[src/hdl/bitmap_first_fit_allocator_defines.svh]
// Assertion macros for the bitmap first-fit allocator.
// Needs clk_i and rst_ni in the scope where a macro is used.
`ifndef BITMAP_FIRST_FIT_ALLOCATOR_DEFINES_SVH
`define BITMAP_FIRST_FIT_ALLOCATOR_DEFINES_SVH

// The consequent must hold in the same cycle as the antecedent.
`define BFF_ASSERT_SAME(lbl, ante, cons, msg) \
  lbl: assert property (@(posedge clk_i) disable iff (!rst_ni) (ante) |-> (cons)) \
    else $error(msg);

// The consequent must hold in the cycle after the antecedent.
`define BFF_ASSERT_NEXT(lbl, ante, cons, msg) \
  lbl: assert property (@(posedge clk_i) disable iff (!rst_ni) (ante) |=> (cons)) \
    else $error(msg);

`endif

[src/hdl/bff_pkg.sv]
// Shared types and constants of the bitmap first-fit allocator.
// No dependencies; every module and interface imports this package.
package bff_pkg;

  localparam int unsigned BitmapBytesDef = 64;
  localparam int unsigned BitsPerByte    = 8;
  localparam int unsigned LenW           = 13;
  localparam int unsigned OffW           = 13;
  localparam int unsigned CntW           = 10;
  localparam int unsigned StatusW        = 2;

  typedef enum logic [0:0] {
    OP_ALLOC = 1'b0,
    OP_FREE  = 1'b1
  } op_e;

  typedef enum logic [StatusW-1:0] {
    STATUS_OK       = 2'd0,
    STATUS_OOM      = 2'd1,
    STATUS_PAST_END = 2'd2
  } status_e;

  typedef enum logic [2:0] {
    ST_CLEAR,
    ST_IDLE,
    ST_SCAN,
    ST_MOD_RD,
    ST_MOD_WR,
    ST_RESP
  } state_e;

  // Commands from the controller to the datapath.
  typedef struct packed {
    logic clr_we;
    logic load;
    logic scan;
    logic mod_rd;
    logic mod_wr;
    logic out_load;
  } cmd_t;

  // Status from the datapath to the controller.
  typedef struct packed {
    logic clr_last;
    logic req_free;
    logic req_none;
    logic found;
    logic exhausted;
    logic mod_last;
  } sts_t;

endpackage

[src/hdl/bff_req_if.sv]
// Request channel of the bitmap first-fit allocator.
// Depends on bff_pkg for the field widths.
interface bff_req_if import bff_pkg::*; ();
  logic            valid;
  logic            ready;
  logic            op;
  logic [LenW-1:0] byte_length;
  logic [OffW-1:0] byte_offset;

  modport source (output valid, output op, output byte_length, output byte_offset,
                  input ready);
  modport sink   (input valid, input op, input byte_length, input byte_offset,
                  output ready);
endinterface

[src/hdl/bff_rsp_if.sv]
// Response channel of the bitmap first-fit allocator.
// Depends on bff_pkg for the field widths.
interface bff_rsp_if import bff_pkg::*; ();
  logic               valid;
  logic               ready;
  logic [StatusW-1:0] status;
  logic [OffW-1:0]    region_offset;
  logic [CntW-1:0]    frame_count;

  modport source (output valid, output status, output region_offset,
                  output frame_count, input ready);
  modport sink   (input valid, input status, input region_offset,
                  input frame_count, output ready);
endinterface

[src/hdl/bff_ctrl.sv]
// Controller state machine of the bitmap first-fit allocator.
// Depends on bff_pkg; drives the datapath bff_dp through cmd_t and reads sts_t.
module bff_ctrl import bff_pkg::*; (
  input  logic clk_i,
  input  logic rst_ni,
  input  logic req_valid_i,
  output logic req_ready_o,
  output logic rsp_valid_o,
  input  logic rsp_ready_i,
  input  sts_t sts_i,
  output cmd_t cmd_o
);

  state_e state_q, state_d;
  logic   rsp_valid_q, rsp_valid_d;

  always_comb begin
    state_d = state_q;
    case (state_q)
      ST_CLEAR: begin
        if (sts_i.clr_last) state_d = ST_IDLE;
      end
      ST_IDLE: begin
        if (req_valid_i) begin
          if (sts_i.req_free) begin
            state_d = sts_i.req_none ? ST_RESP : ST_MOD_RD;
          end else begin
            state_d = ST_SCAN;
          end
        end
      end
      ST_SCAN: begin
        if (sts_i.found) begin
          state_d = ST_MOD_RD;
        end else if (sts_i.exhausted) begin
          state_d = ST_RESP;
        end
      end
      ST_MOD_RD: state_d = ST_MOD_WR;
      ST_MOD_WR: begin
        state_d = sts_i.mod_last ? ST_RESP : ST_MOD_RD;
      end
      ST_RESP: begin
        if (!rsp_valid_q || rsp_ready_i) state_d = ST_IDLE;
      end
      default: state_d = ST_CLEAR;
    endcase
  end

  always_comb begin
    cmd_o       = '0;
    req_ready_o = 1'b0;
    case (state_q)
      ST_CLEAR:  cmd_o.clr_we = 1'b1;
      ST_IDLE: begin
        req_ready_o = 1'b1;
        cmd_o.load  = req_valid_i;
      end
      ST_SCAN:   cmd_o.scan   = 1'b1;
      ST_MOD_RD: cmd_o.mod_rd = 1'b1;
      ST_MOD_WR: cmd_o.mod_wr = 1'b1;
      ST_RESP:   cmd_o.out_load = !rsp_valid_q || rsp_ready_i;
      default: begin
        cmd_o       = '0;
        req_ready_o = 1'b0;
      end
    endcase
  end

  // A finished item waits in the output register until it is taken.
  always_comb begin
    if (cmd_o.out_load) begin
      rsp_valid_d = 1'b1;
    end else if (rsp_ready_i) begin
      rsp_valid_d = 1'b0;
    end else begin
      rsp_valid_d = rsp_valid_q;
    end
  end

  always_ff @(posedge clk_i or negedge rst_ni) begin
    if (!rst_ni) begin
      state_q     <= ST_CLEAR;
      rsp_valid_q <= 1'b0;
    end else begin
      state_q     <= state_d;
      rsp_valid_q <= rsp_valid_d;
    end
  end

  assign rsp_valid_o = rsp_valid_q;

endmodule

[src/hdl/bff_dp.sv]
// Datapath of the bitmap first-fit allocator: bitmap memory, run search,
// range masking and result registers. Depends on bff_pkg; steered by bff_ctrl.
module bff_dp import bff_pkg::*; #(
  parameter int unsigned BITMAP_BYTES = BitmapBytesDef
) (
  input  logic            clk_i,
  input  logic            rst_ni,
  input  cmd_t            cmd_i,
  output sts_t            sts_o,
  input  logic            op_i,
  input  logic [LenW-1:0] byte_length_i,
  input  logic [OffW-1:0] byte_offset_i,
  output logic [StatusW-1:0] status_o,
  output logic [OffW-1:0]    region_offset_o,
  output logic [CntW-1:0]    frame_count_o
);

  localparam int unsigned AddrW       = (BITMAP_BYTES > 1) ? $clog2(BITMAP_BYTES) : 1;
  localparam int unsigned FrameW      = AddrW + 3;
  localparam int unsigned CalcW       = ((FrameW > CntW) ? FrameW : CntW) + 1;
  localparam int unsigned TotalFrames = BITMAP_BYTES * BitsPerByte;
  localparam logic [CalcW-1:0] TotalC   = CalcW'(TotalFrames);
  localparam logic [AddrW-1:0] LastAddr = AddrW'(BITMAP_BYTES - 1);

  // Bitmap memory, one byte per row; frame s*8+f is bit f of row s.
  logic [BitsPerByte-1:0] mem_q [BITMAP_BYTES];
  logic                   mem_we, mem_re;
  logic [AddrW-1:0]       mem_wa, mem_ra;
  logic [BitsPerByte-1:0] mem_wd;
  logic [BitsPerByte-1:0] rd_data_q;

  // Scan and clearing state.
  logic [AddrW-1:0]  addr_q;
  logic [AddrW-1:0]  ev_addr_q;
  logic              rd_vld_q, rd_last_q, iss_done_q;
  logic [CntW-1:0]   run_q, run_n;
  logic [FrameW-1:0] start_q, start_n, fstart;
  logic              fnd;

  // Range being marked or cleared.
  logic [AddrW-1:0] mod_addr_q, lo_addr_q, hi_addr_q;
  logic [2:0]       lo_bit_q, hi_bit_q;
  logic             mod_set_q;
  logic [BitsPerByte-1:0] mask;

  // Working result and output registers.
  status_e          status_q, out_status_q;
  logic [OffW-1:0]  region_q, out_region_q;
  logic [CntW-1:0]  need_q, out_count_q;

  // Request decoding for the load cycle.
  logic [CntW-1:0]  need_in;
  logic [CalcW-1:0] free_lo, free_end, free_hi;
  logic             free_past, free_none;
  logic [CalcW-1:0] alloc_lo, alloc_hi, set_lo, set_hi;
  logic             is_free, setup;

  assign is_free   = (op_i == OP_FREE);
  assign need_in   = CntW'(byte_length_i[LenW-1:4]) + CntW'(1);
  assign free_lo   = CalcW'(byte_offset_i[OffW-1:4]);
  assign free_end  = free_lo + CalcW'(need_in);
  assign free_past = free_end > TotalC;
  assign free_none = free_lo >= TotalC;
  assign free_hi   = (free_past ? TotalC : free_end) - CalcW'(1);

  // Walk the eight frames of the byte just read, carrying the run across bytes.
  always_comb begin
    run_n   = run_q;
    start_n = start_q;
    fnd     = 1'b0;
    fstart  = start_q;
    for (int f = 0; f < BitsPerByte; f++) begin
      if (!fnd) begin
        if (!rd_data_q[f]) begin
          if (run_n == '0) start_n = {ev_addr_q, 3'(f)};
          run_n = run_n + CntW'(1);
        end else begin
          run_n = '0;
        end
        if (run_n == need_q) begin
          fnd    = 1'b1;
          fstart = start_n;
        end
      end
    end
  end

  assign alloc_lo = CalcW'(fstart);
  assign alloc_hi = alloc_lo + CalcW'(need_q) - CalcW'(1);

  assign sts_o.clr_last  = (addr_q == LastAddr);
  assign sts_o.req_free  = is_free;
  assign sts_o.req_none  = free_none;
  assign sts_o.found     = cmd_i.scan && rd_vld_q && fnd;
  assign sts_o.exhausted = cmd_i.scan && rd_vld_q && rd_last_q && !fnd;
  assign sts_o.mod_last  = (mod_addr_q == hi_addr_q);

  assign setup  = (cmd_i.load && is_free) || sts_o.found;
  assign set_lo = cmd_i.load ? free_lo : alloc_lo;
  assign set_hi = cmd_i.load ? free_hi : alloc_hi;

  always_comb begin
    for (int f = 0; f < BitsPerByte; f++) begin
      mask[f] = ((mod_addr_q != lo_addr_q) || (3'(f) >= lo_bit_q)) &&
                ((mod_addr_q != hi_addr_q) || (3'(f) <= hi_bit_q));
    end
  end

  // Memory port steering.
  always_comb begin
    mem_we = cmd_i.clr_we || cmd_i.mod_wr;
    mem_wa = cmd_i.clr_we ? addr_q : mod_addr_q;
    if (cmd_i.clr_we) begin
      mem_wd = '0;
    end else if (mod_set_q) begin
      mem_wd = rd_data_q | mask;
    end else begin
      mem_wd = rd_data_q & ~mask;
    end
    mem_re = cmd_i.mod_rd || (cmd_i.scan && !iss_done_q);
    mem_ra = cmd_i.mod_rd ? mod_addr_q : addr_q;
  end

  always_ff @(posedge clk_i) begin
    if (mem_we) mem_q[mem_wa] <= mem_wd;
    if (mem_re) rd_data_q <= mem_q[mem_ra];
  end

  always_ff @(posedge clk_i or negedge rst_ni) begin
    if (!rst_ni) begin
      addr_q     <= '0;
      rd_vld_q   <= 1'b0;
      rd_last_q  <= 1'b0;
      iss_done_q <= 1'b0;
      run_q      <= '0;
      start_q    <= '0;
    end else begin
      if (cmd_i.clr_we) begin
        addr_q <= sts_o.clr_last ? '0 : addr_q + AddrW'(1);
      end else if (cmd_i.load) begin
        addr_q     <= '0;
        rd_vld_q   <= 1'b0;
        iss_done_q <= 1'b0;
        run_q      <= '0;
        start_q    <= '0;
      end else if (cmd_i.scan) begin
        rd_vld_q <= !iss_done_q;
        if (!iss_done_q) begin
          rd_last_q <= (addr_q == LastAddr);
          if (addr_q == LastAddr) begin
            iss_done_q <= 1'b1;
          end else begin
            addr_q <= addr_q + AddrW'(1);
          end
        end
        if (rd_vld_q) begin
          run_q   <= run_n;
          start_q <= start_n;
        end
      end
    end
  end

  always_ff @(posedge clk_i) begin
    if (mem_re) ev_addr_q <= addr_q;
    if (cmd_i.load) begin
      need_q <= need_in;
      if (is_free) begin
        status_q <= free_past ? STATUS_PAST_END : STATUS_OK;
        region_q <= {byte_offset_i[OffW-1:4], 4'b0000};
      end else begin
        status_q <= STATUS_OK;
        region_q <= '0;
      end
    end else if (sts_o.found) begin
      region_q <= OffW'({fstart, 4'b0000});
    end else if (sts_o.exhausted) begin
      status_q <= STATUS_OOM;
    end
    if (setup) begin
      mod_addr_q <= set_lo[AddrW+2:3];
      lo_addr_q  <= set_lo[AddrW+2:3];
      lo_bit_q   <= set_lo[2:0];
      hi_addr_q  <= set_hi[AddrW+2:3];
      hi_bit_q   <= set_hi[2:0];
      mod_set_q  <= !cmd_i.load;
    end else if (cmd_i.mod_wr) begin
      mod_addr_q <= mod_addr_q + AddrW'(1);
    end
    if (cmd_i.out_load) begin
      out_status_q <= status_q;
      out_region_q <= region_q;
      out_count_q  <= need_q;
    end
  end

  assign status_o        = out_status_q;
  assign region_offset_o = out_region_q;
  assign frame_count_o   = out_count_q;

endmodule

[src/hdl/bitmap_first_fit_allocator.sv]
// Channel | Dir | Fields                          | Accepted when
// req_i   | in  | op, byte_length, byte_offset    | valid && ready
// rsp_o   | out | status, region_offset, frame_count | valid && ready
//
// After reset the bitmap is zeroed one byte a cycle; no item is accepted until
// then. An allocate scans B bitmap bytes, one per cycle through the single
// memory read port (at most BITMAP_BYTES), and if a run is found reads and
// writes back each of the M bytes the run touches before its result is loaded.
// A free reads and writes back each byte its range touches. A new item is accepted
// while the previous result waits; a stalled output holds the next result back.
//
// Top level of the bitmap first-fit allocator.
// Depends on bff_pkg, bff_req_if, bff_rsp_if, bff_ctrl, bff_dp and the defines header.
`include "bitmap_first_fit_allocator_defines.svh"

module bitmap_first_fit_allocator import bff_pkg::*; #(
  parameter int unsigned BITMAP_BYTES = BitmapBytesDef
) (
  input  logic      clk_i,
  input  logic      rst_ni,
  bff_req_if.sink   req_i,
  bff_rsp_if.source rsp_o
);

  cmd_t cmd;
  sts_t sts;
  logic req_ready, rsp_valid;

  bff_ctrl u_ctrl (
    .clk_i       (clk_i),
    .rst_ni      (rst_ni),
    .req_valid_i (req_i.valid),
    .req_ready_o (req_ready),
    .rsp_valid_o (rsp_valid),
    .rsp_ready_i (rsp_o.ready),
    .sts_i       (sts),
    .cmd_o       (cmd)
  );

  bff_dp #(
    .BITMAP_BYTES (BITMAP_BYTES)
  ) u_dp (
    .clk_i           (clk_i),
    .rst_ni          (rst_ni),
    .cmd_i           (cmd),
    .sts_o           (sts),
    .op_i            (req_i.op),
    .byte_length_i   (req_i.byte_length),
    .byte_offset_i   (req_i.byte_offset),
    .status_o        (rsp_o.status),
    .region_offset_o (rsp_o.region_offset),
    .frame_count_o   (rsp_o.frame_count)
  );

  assign req_i.ready = req_ready;
  assign rsp_o.valid = rsp_valid;

  // One item is in work at a time.
  `BFF_ASSERT_NEXT(a_one_in_work, req_i.valid && req_i.ready, !req_i.ready, "item accepted while busy")
  // A waiting result is never overwritten.
  `BFF_ASSERT_SAME(a_no_overwrite, cmd.out_load, !rsp_o.valid || rsp_o.ready, "result overwritten")
  // A found run is marked straight away.
  `BFF_ASSERT_NEXT(a_mark_after_find, sts.found, cmd.mod_rd, "found run not marked")

endmodule
[src/flat_wrapper.sv]
// flat-port wrapper written by rule: the top's interface ports become plain ports
module bitmap_first_fit_allocator_flat import bff_pkg::*;
#(
  parameter int unsigned BITMAP_BYTES = BitmapBytesDef
)
  (clk_i, rst_ni, req_i_valid, req_i_op, req_i_byte_length, req_i_byte_offset, req_i_ready, rsp_o_valid, rsp_o_status, rsp_o_region_offset, rsp_o_frame_count, rsp_o_ready);
  bff_req_if req_i_i ();
  bff_rsp_if rsp_o_i ();
  input  logic clk_i;
  input  logic rst_ni;
  input wire logic [$bits(req_i_i.valid)-1:0] req_i_valid;
  input wire logic [$bits(req_i_i.op)-1:0] req_i_op;
  input wire logic [$bits(req_i_i.byte_length)-1:0] req_i_byte_length;
  input wire logic [$bits(req_i_i.byte_offset)-1:0] req_i_byte_offset;
  output wire logic [$bits(req_i_i.ready)-1:0] req_i_ready;
  output wire logic [$bits(rsp_o_i.valid)-1:0] rsp_o_valid;
  output wire logic [$bits(rsp_o_i.status)-1:0] rsp_o_status;
  output wire logic [$bits(rsp_o_i.region_offset)-1:0] rsp_o_region_offset;
  output wire logic [$bits(rsp_o_i.frame_count)-1:0] rsp_o_frame_count;
  input wire logic [$bits(rsp_o_i.ready)-1:0] rsp_o_ready;
  assign req_i_i.valid = req_i_valid;
  assign req_i_i.op = req_i_op;
  assign req_i_i.byte_length = req_i_byte_length;
  assign req_i_i.byte_offset = req_i_byte_offset;
  assign req_i_ready = req_i_i.ready;
  assign rsp_o_valid = rsp_o_i.valid;
  assign rsp_o_status = rsp_o_i.status;
  assign rsp_o_region_offset = rsp_o_i.region_offset;
  assign rsp_o_frame_count = rsp_o_i.frame_count;
  assign rsp_o_i.ready = rsp_o_ready;
  bitmap_first_fit_allocator #(.BITMAP_BYTES(BITMAP_BYTES)) u_core (.clk_i(clk_i), .rst_ni(rst_ni), .req_i(req_i_i), .rsp_o(rsp_o_i));
endmodule
[config.mk]
export PLATFORM = sky130hd
export DESIGN_NAME = bitmap_first_fit_allocator_flat
export DESIGN_NICKNAME = d
export VERILOG_FILES = /design/src/hdl/bff_pkg.sv /design/src/hdl/bff_req_if.sv /design/src/hdl/bff_rsp_if.sv /design/src/hdl/bff_ctrl.sv /design/src/hdl/bff_dp.sv /design/src/hdl/bitmap_first_fit_allocator.sv /design/src/flat_wrapper.sv
export VERILOG_INCLUDE_DIRS = /design/src /design/src/hdl
export SDC_FILE = /design/constraint.sdc
export NUM_CORES = 1
export LEC_CHECK = 0
export ABC_AREA = 1
export ABC_CLOCK_PERIOD_IN_PS = 9800
export BUFFER_PORTS_ARGS = -buffer_cell sky130_fd_sc_hd__buf_2
export CAP_MARGIN = 20
export CELL_PAD_IN_SITES_DETAIL_PLACEMENT = 2
export CELL_PAD_IN_SITES_GLOBAL_PLACEMENT = 2
export CORE_ASPECT_RATIO = 1.75
export CORE_MARGIN = 5
export CORE_UTILIZATION = 41
export DETAILED_ROUTE_END_ITERATION = 7
export MAX_ROUTING_LAYER = met4
export PLACE_DENSITY_LB_ADDON = 0.1
export SLEW_MARGIN = 20
export SYNTH_ARGS = -nofsm -noshare
export SYNTH_HDL_FRONTEND = slang
export SYNTH_SLANG_ARGS = --single-unit
[constraint.sdc]
create_clock -name clk_i -period 9.8 [get_ports clk_i]
set_clock_uncertainty 0.2 [all_clocks]
set_input_delay 1.96 -clock clk_i [delete_from_list [all_inputs] [get_ports clk_i]]
set_output_delay 1.96 -clock clk_i [all_outputs]
set_load 0.01 [all_outputs]
* Word-level counts from Yosys, hierarchy flattened
Memories as Yosys holds them, arrays and structs flattened. A register that Yosys moved wholly into a read port is not among the register bits.
Index checks and enable logic that the tools add are counted.
** Operators by class
- Add/sub/neg operators :: 15
- Order comparisons :: 18
- Mux-type cells :: 134
- Bitwise logic cells :: 6
- Eq/ne operators :: 24
- Reduce and logical (&&, ||, !) cells :: 60
** Operators with widths (count)
- $mux W9 :: 48
- $mux W10 :: 25
- $add A10 B1 Y10 const B :: 8
- $eq A10 B10 Y1 :: 8
- $logic_not A10 Y1 :: 8
- $mux W6 :: 10
- $mux W13 :: 3
- $mux W1 :: 32
- $mux W3 :: 8
- $logic_or A1 B1 Y1 :: 20
- $pmux W3 S6 :: 1
- $sub A9 B1 Y9 const B :: 2
- $mux W8 :: 2
- $logic_and A1 B1 Y1 :: 14
- $add A6 B1 Y6 const B :: 2
- $ge A3 B3 Y1 const A :: 4
- $le A3 B3 Y1 const A :: 4
- $ne A6 B6 Y1 :: 2
- $reduce_bool A2 Y1 :: 6
- $add A9 B10 Y11 :: 1
- $gt A11 B10 Y1 const B :: 1
- $add A9 B1 Y10 const B :: 1
- $ge A9 B10 Y1 const B :: 1
- $mux W2 :: 5
- other kinds (23) :: 41
** Storage, ports and cells
- Memories :: 1
- RAM bits :: 512
- Word-level logic and storage cells :: 279
- Output and inout port bits :: 27
- Register bits after elaboration :: 113
** Memories
- u_core.u_dp.mem_q :: words 64, bits a word 8, rd ports 1, clocked after memory_dff 1, wr ports 1, line bff_dp.sv:26 : logic [BitsPerByte-1:0] mem_q [BITMAP_BYTES];

* Longest topological paths before layout
- Depth after elaboration :: 37
- Gate-level depth with buffers :: 87

* Cells and area by module
A second synthesis with hierarchy kept.
** Second synthesis, totals
- Cell total of the unflattened synthesis :: 3615
- Area total of the unflattened synthesis :: 33908.8 um^2
** Modules (own cells, without submodules)
- bff_dp :: sequential area each 18507.8 um^2, cells each 3557, times used 1, area an instance 33578.5 um^2
- bff_ctrl :: sequential area each 100.1 um^2, cells each 58, times used 1, area an instance 330.3 um^2

* Least setup slack after synthesis
No wires, ideal clock.
- Path type :: reg2reg
- Start :: reg u_core.u_dp.run_q[0]
- End :: reg u_core.u_dp.hi_addr_q[5], data pin
- Setup slack :: 0.816 ns
- Stages on the path, launching flop included :: 77
- Library setup time :: 0.258 ns
- Arrival :: 8.526 ns
- Buffers on the path :: 3
- Period minus slack after synthesis :: 8.984 ns
- Cells stage by stage :: dfrtp_1 -> ha_1 -> nand2_2 -> inv_2 -> nand2_1 -> nand2_1 -> nor2_2 -> nand2_1 -> nand2_1 -> nand2_1 -> nor2_4 -> nand3_4 -> nand2_1 -> nand2_2 -> ha_1 -> nand2_1 -> xor2_1 -> nor2_1 -> (+41 left out) -> inv_2 -> ha_1 -> inv_1 -> ha_1 -> a21oi_1 -> inv_1 -> a31oi_1 -> nor2_1 -> nor2_1 -> inv_1 -> a21oi_1 -> nor2_1 -> nor2_1 -> o21bai_1 -> xor2_1 -> nand3_1 -> nand3_1 -> o21ai_1
** On the way
- Cells in the longest elaborated chain, start to end :: 35
- Elaborated cells on any way between the ends :: 102
- Classes of those cells :: add/sub (10); eq/ne (8); mux (76); reduce/logical (8)
** Ends and longest elaborated chain
- start: declaration :: line bff_dp.sv:36 : logic [CntW-1:0] run_q, run_n;
- start signal: assignment :: line bff_dp.sv:157 : run_q <= run_n;
- $add A10 B1 Y10 :: line bff_dp.sv:76 : run_n = run_n + CntW'(1);
- $mux W10 :: line bff_dp.sv:74 : if (!rd_data_q[f]) begin
- $add A10 B1 Y10 :: line bff_dp.sv:76
- $mux W10 :: line bff_dp.sv:74
- $mux W10 (2 in a row) :: line bff_dp.sv:73 : if (!fnd) begin
- $add A10 B1 Y10 :: line bff_dp.sv:76
- $mux W10 :: line bff_dp.sv:74
- $mux W10 (2 in a row) :: line bff_dp.sv:73
- (+18 left out)
- $mux W10 :: line bff_dp.sv:73
- $eq A10 B10 Y1 :: line bff_dp.sv:80 : if (run_n == need_q) begin
- $mux W9 :: line bff_dp.sv:80
- $mux W9 (*) :: line bff_dp.sv:73
- $add A9 B9 Y9 (*) :: line bff_dp.sv:89 : assign alloc_hi = alloc_lo + CalcW'(need_q) - CalcW'(1);
- $sub A9 B1 Y9 (*) :: line bff_dp.sv:89
- $mux W9 (*) :: line bff_dp.sv:100 : assign set_hi = cmd_i.load ? free_hi : alloc_hi;
- net u_core.u_dp.set_hi[8] :: line bff_dp.sv:55 : logic [CalcW-1:0] alloc_lo, alloc_hi, set_lo, set_hi;
- end signal: assignment :: line bff_dp.sv:184 : hi_addr_q <= set_hi[AddrW+2:3];
- end: declaration :: line bff_dp.sv:41 : logic [AddrW-1:0] mod_addr_q, lo_addr_q, hi_addr_q;
The timed path passes the listed nets; every way through them passes the cells marked *. The select of a mux whose other input is x is not followed.
A chain may end at the register's enable or synchronous reset.

* Final worst setup path
- Start :: reg u_core.u_dp.run_q[1]
- End :: reg u_core.u_dp.hi_addr_q[5], data pin
The elaborated chain is that of the path after synthesis.

==> run_results.csv <==
group,metric,value,unit
sta,min_period,11.41,ns
final_layout,drive_above_1_share,0.2673,
routing,wl_per_cell,33.42,µm
power,powerDensity,326.1,nW/µm²
worst_setup_path,crit_type,"reg -> reg",
sta,worst_slew_pin_slew,1.181,ns
status,violations,"negative setup slack",
power,p_leak,16.72,nW
yosys,syn_area,33940,µm²
sta,hold_violations,0,
floorplanning,die_x,227.5,µm
sta,setup_viol,33,
worst_setup_path,critPathBufInv,14,
placement,place.gp.congestion,0.9711,
clock_network,cts_tree,"yes",
clock_network,clk_pin_slew,0.08,ns
floorplanning,die_h,390.6,µm
worst_setup_path,crit_path_end_kind,"flop",
power,p_total,14.02,mW
routing,drc,0,
clock_network,cts-root-buf,"clkbuf_16",
global_route,grt_max_degree,180,
routing,drt-total-wl,179.0,mm
floorplanning,ioPinCount,58,
yosys,yosysMostFrequentCell,"nand2_1",
worst_setup_path,ff2ff_setup_slack,-1.61,ns
global_route,grt_pass1_wl,238.0,mm
sta,fin_crit_sh,1.164,
yosys,ys_top_cells_by_area,"edfxtp_1, nand2_1, o21ai_0",
clock_network,clock_path_buffers,3,
yosys,synth_seq_cells,625,
worst_setup_path,crit_path_top_delay_cell,"dfrtp_1",
sta,worst_slack,-1.612,ns
worst_setup_path,crit_path_frequent_cell,"nand2_1",
yosys,synth.distinct_cells,56,
worst_setup_path,crit_family,"simple AND/OR/NAND/NOR gates",
global_route,grt.overflow.total,0,
yosys,netlist.area_leader.share,0.5247,
yosys,avgSynthCellArea,9.083,µm²
placement,port_buffers,45,
placement,dpl.hpwl,108.2,mm
sta,slew_viol_final,0,
floorplanning,die-area,88850,µm²
yosys,synth_edf_count,593,
sta,slew_headroom,0.2126,
min_path,hold_class,"reg -> reg",
yosys,syn_inst,3736,
job,cap_violations,0,
final_layout,final_nets,4329,
power,vdd_drop_max,0.0002453,V
yosys,yosysSeqAreaShare,0.5483,
worst_setup_path,cp.arrival,11.62,ns
clock_network,clk-insertion-delay-late,0.71,ns
routing,antenna_left,0,
routing,vias_per_cell,6.317,
floorplanning,num_rows,139,
sta,rsz0062_at_grt,"true",
global_route,first_global_vias,36460,
sta,hold_ws,0.2531,ns
routing,drt_pass1_iterations,5,
floorplanning,core_area,82090,µm²
placement,dp_cells,5154,
floorplanning,start_util,0.4134,
worst_setup_path,start_kind,"flop",
yosys,synthTopCellsByCount,"nand2_1, edfxtp_1, nor2_1, o21ai_0, inv_1",
worst_setup_path,crit_fanout,6,
yosys,yosys.area.top_type,"edfxtp_1",
clock_network,numCtsBuffers,57,
yosys,ys.flop_type,"edfxtp_1",
sta,fmax,0.08763,GHz
worst_setup_path,slowest_delay,0.42,ns
final_layout,final_cells,5357,
routing,drtIter0Drc,2301,
final_layout,areaGrowthSynthToFinish,26.67,%
status,status,"complete, but fails checks",
worst_setup_path,required,10.00,ns
routing,vias,33840,
yosys,ys_warn_count,0,
clock_network,htreeDepth,2,
yosys,async_flop_share,0.05120,
global_route,antenna_found_initial,1,
clock_network,clock_sinks,625,
global_route,grt.total_usage,0.3691,
per-stage QoR:
stage	setup TNS (ns)	util	area, µm²	worst slack (ns)
after floorplan	0	-	33950	0.8158
after CTS	-0.7103	0.5090	41790	-0.3914
after global placement	-2.152	0.4697	38560	-0.7038
after global routing	-21.47	0.5237	42990	-1.812
final	-10.86	0.5237	42990	-1.612
after detailed placement	-6.155	0.4697	38560	-1.352
power breakdown:
part	total (mW)	leakage [nW]	internal [mW]	switching (mW)
Clock	2.51	0.954	1.35	1.16
Combinational	7.78	9.95	2.22	5.57
Sequential	3.73	5.82	3.52	0.211
Total	14.0	16.7	7.08	6.94
logic make-up after synthesis:
logic type,after synthesis,synth area share
and+or+nand+nor,1741,0.2279
AOI/OAI and AO/OA,776,0.1349
DFF,625,0.5483
buffers and inverters,503,0.05991
adders and majority gates,46,0.01740
xor gates and xnor gates,43,0.01110
other,1,0.0001105
muxes,1,0.0003318
cell type report:
cell class | instances | area, µm²
repair buffers | 635 | 4905
diodes | 1 | 2.502
multi-input cells | 2611 | 14920
clock buffers | 64 | 1453
fillers | 8388 | 39100
clock inverters | 42 | 545.5
flip-flops and latches | 625 | 18610
well taps | 1057 | 1323
inverters | 322 | 1230
path summary, 6_finish.rpt:
path                       cells past startpoint                                from                                         to
max                                           74    u_core.u_dp.run_q[1]$_DFFE_PN0P_         u_core.u_dp.hi_addr_q[5]$_DFFE_PP_
min                                            0  u_core.u_dp.region_q[12]$_DFFE_PP_  u_core.u_dp.region_offset_o[12]$_DFFE_PP_
max reg2reg                                   74    u_core.u_dp.run_q[1]$_DFFE_PN0P_         u_core.u_dp.hi_addr_q[5]$_DFFE_PP_
min reg2reg                                    0  u_core.u_dp.region_q[12]$_DFFE_PP_  u_core.u_dp.region_offset_o[12]$_DFFE_PP_
max in group asynchronous                      1                              rst_ni         u_core.u_dp.start_q[3]$_DFFE_PN0P_
min in group asynchronous                      1                              rst_ni      u_core.u_ctrl.rsp_valid_o$_DFFE_PN0P_
cell usage in the layout, fill, tap and decap left out, types with 9 or more instances in the layout:
cell	instances
a211oi_1	10
dfrtp_1	31
o221ai_1	66
nand2_1	590
nand4_1	85
nand2_2	98
buf_6	28
nand3b_1	9
o21ai_0	384
o21ai_1	20
edfxtp_1	593
ha_4	15
o21ai_2	15
o211ai_1	76
nor2_2	47
xor2_1	39
nand3_4	17
nor2_4	45
inv_2	34
bufinv_16	10
buf_4	550
nand3_1	222
nand3_2	54
nor2_1	477
o22ai_1	93
ha_1	26
a21oi_4	10
buf_2	46
nand2_4	44
clkinv_2	10
nor3_1	31
inv_1	270
clkbuf_16	60
a21oi_1	52
clkinv_1	20
o21ai_4	11
state kept, by name, indices dropped and copies added (netlist names), 6 cells and up:
name                         flops
u_core.u_dp.run_q               10
u_core.u_dp.lo_addr_q            6
u_core.u_dp.start_q              9
u_core.u_dp.mem_q              512
u_core.u_dp.ev_addr_q            6
u_core.u_dp.mod_addr_q           6
u_core.u_dp.need_q              10
u_core.u_dp.frame_count_o       10
u_core.u_dp.hi_addr_q            6
u_core.u_dp.rd_data_q            8
u_core.u_dp.addr_q               6
u_core.u_dp.region_q             9
u_core.u_dp.region_offset_o      9
metal layers:
layer / global-route usage / vias to the layer above / routed length (µm)
met3: 0.04063 / 955 / 8490
met4: 0.2899 / 0 / 20190
li1: - / 14140 / -
met2: 0.6682 / 1605 / 92520
met1: 0.3485 / 17130 / 57840
met5: - / - / 0
what timing repair did:
| action | 4_1_cts | 5_1_grt |
|---|---|---|
| hold buffers | 0 | 0 |
| gates cloned | 0 | 3 |
| endpoints found under the setup margin | 8 | 32 |
| buffers inserted | 54 | 48 |
| pin swaps | 80 | 173 |
| resized for setup | 211 | 204 |
No activity file was read; power rests on OpenSTA's default activity.
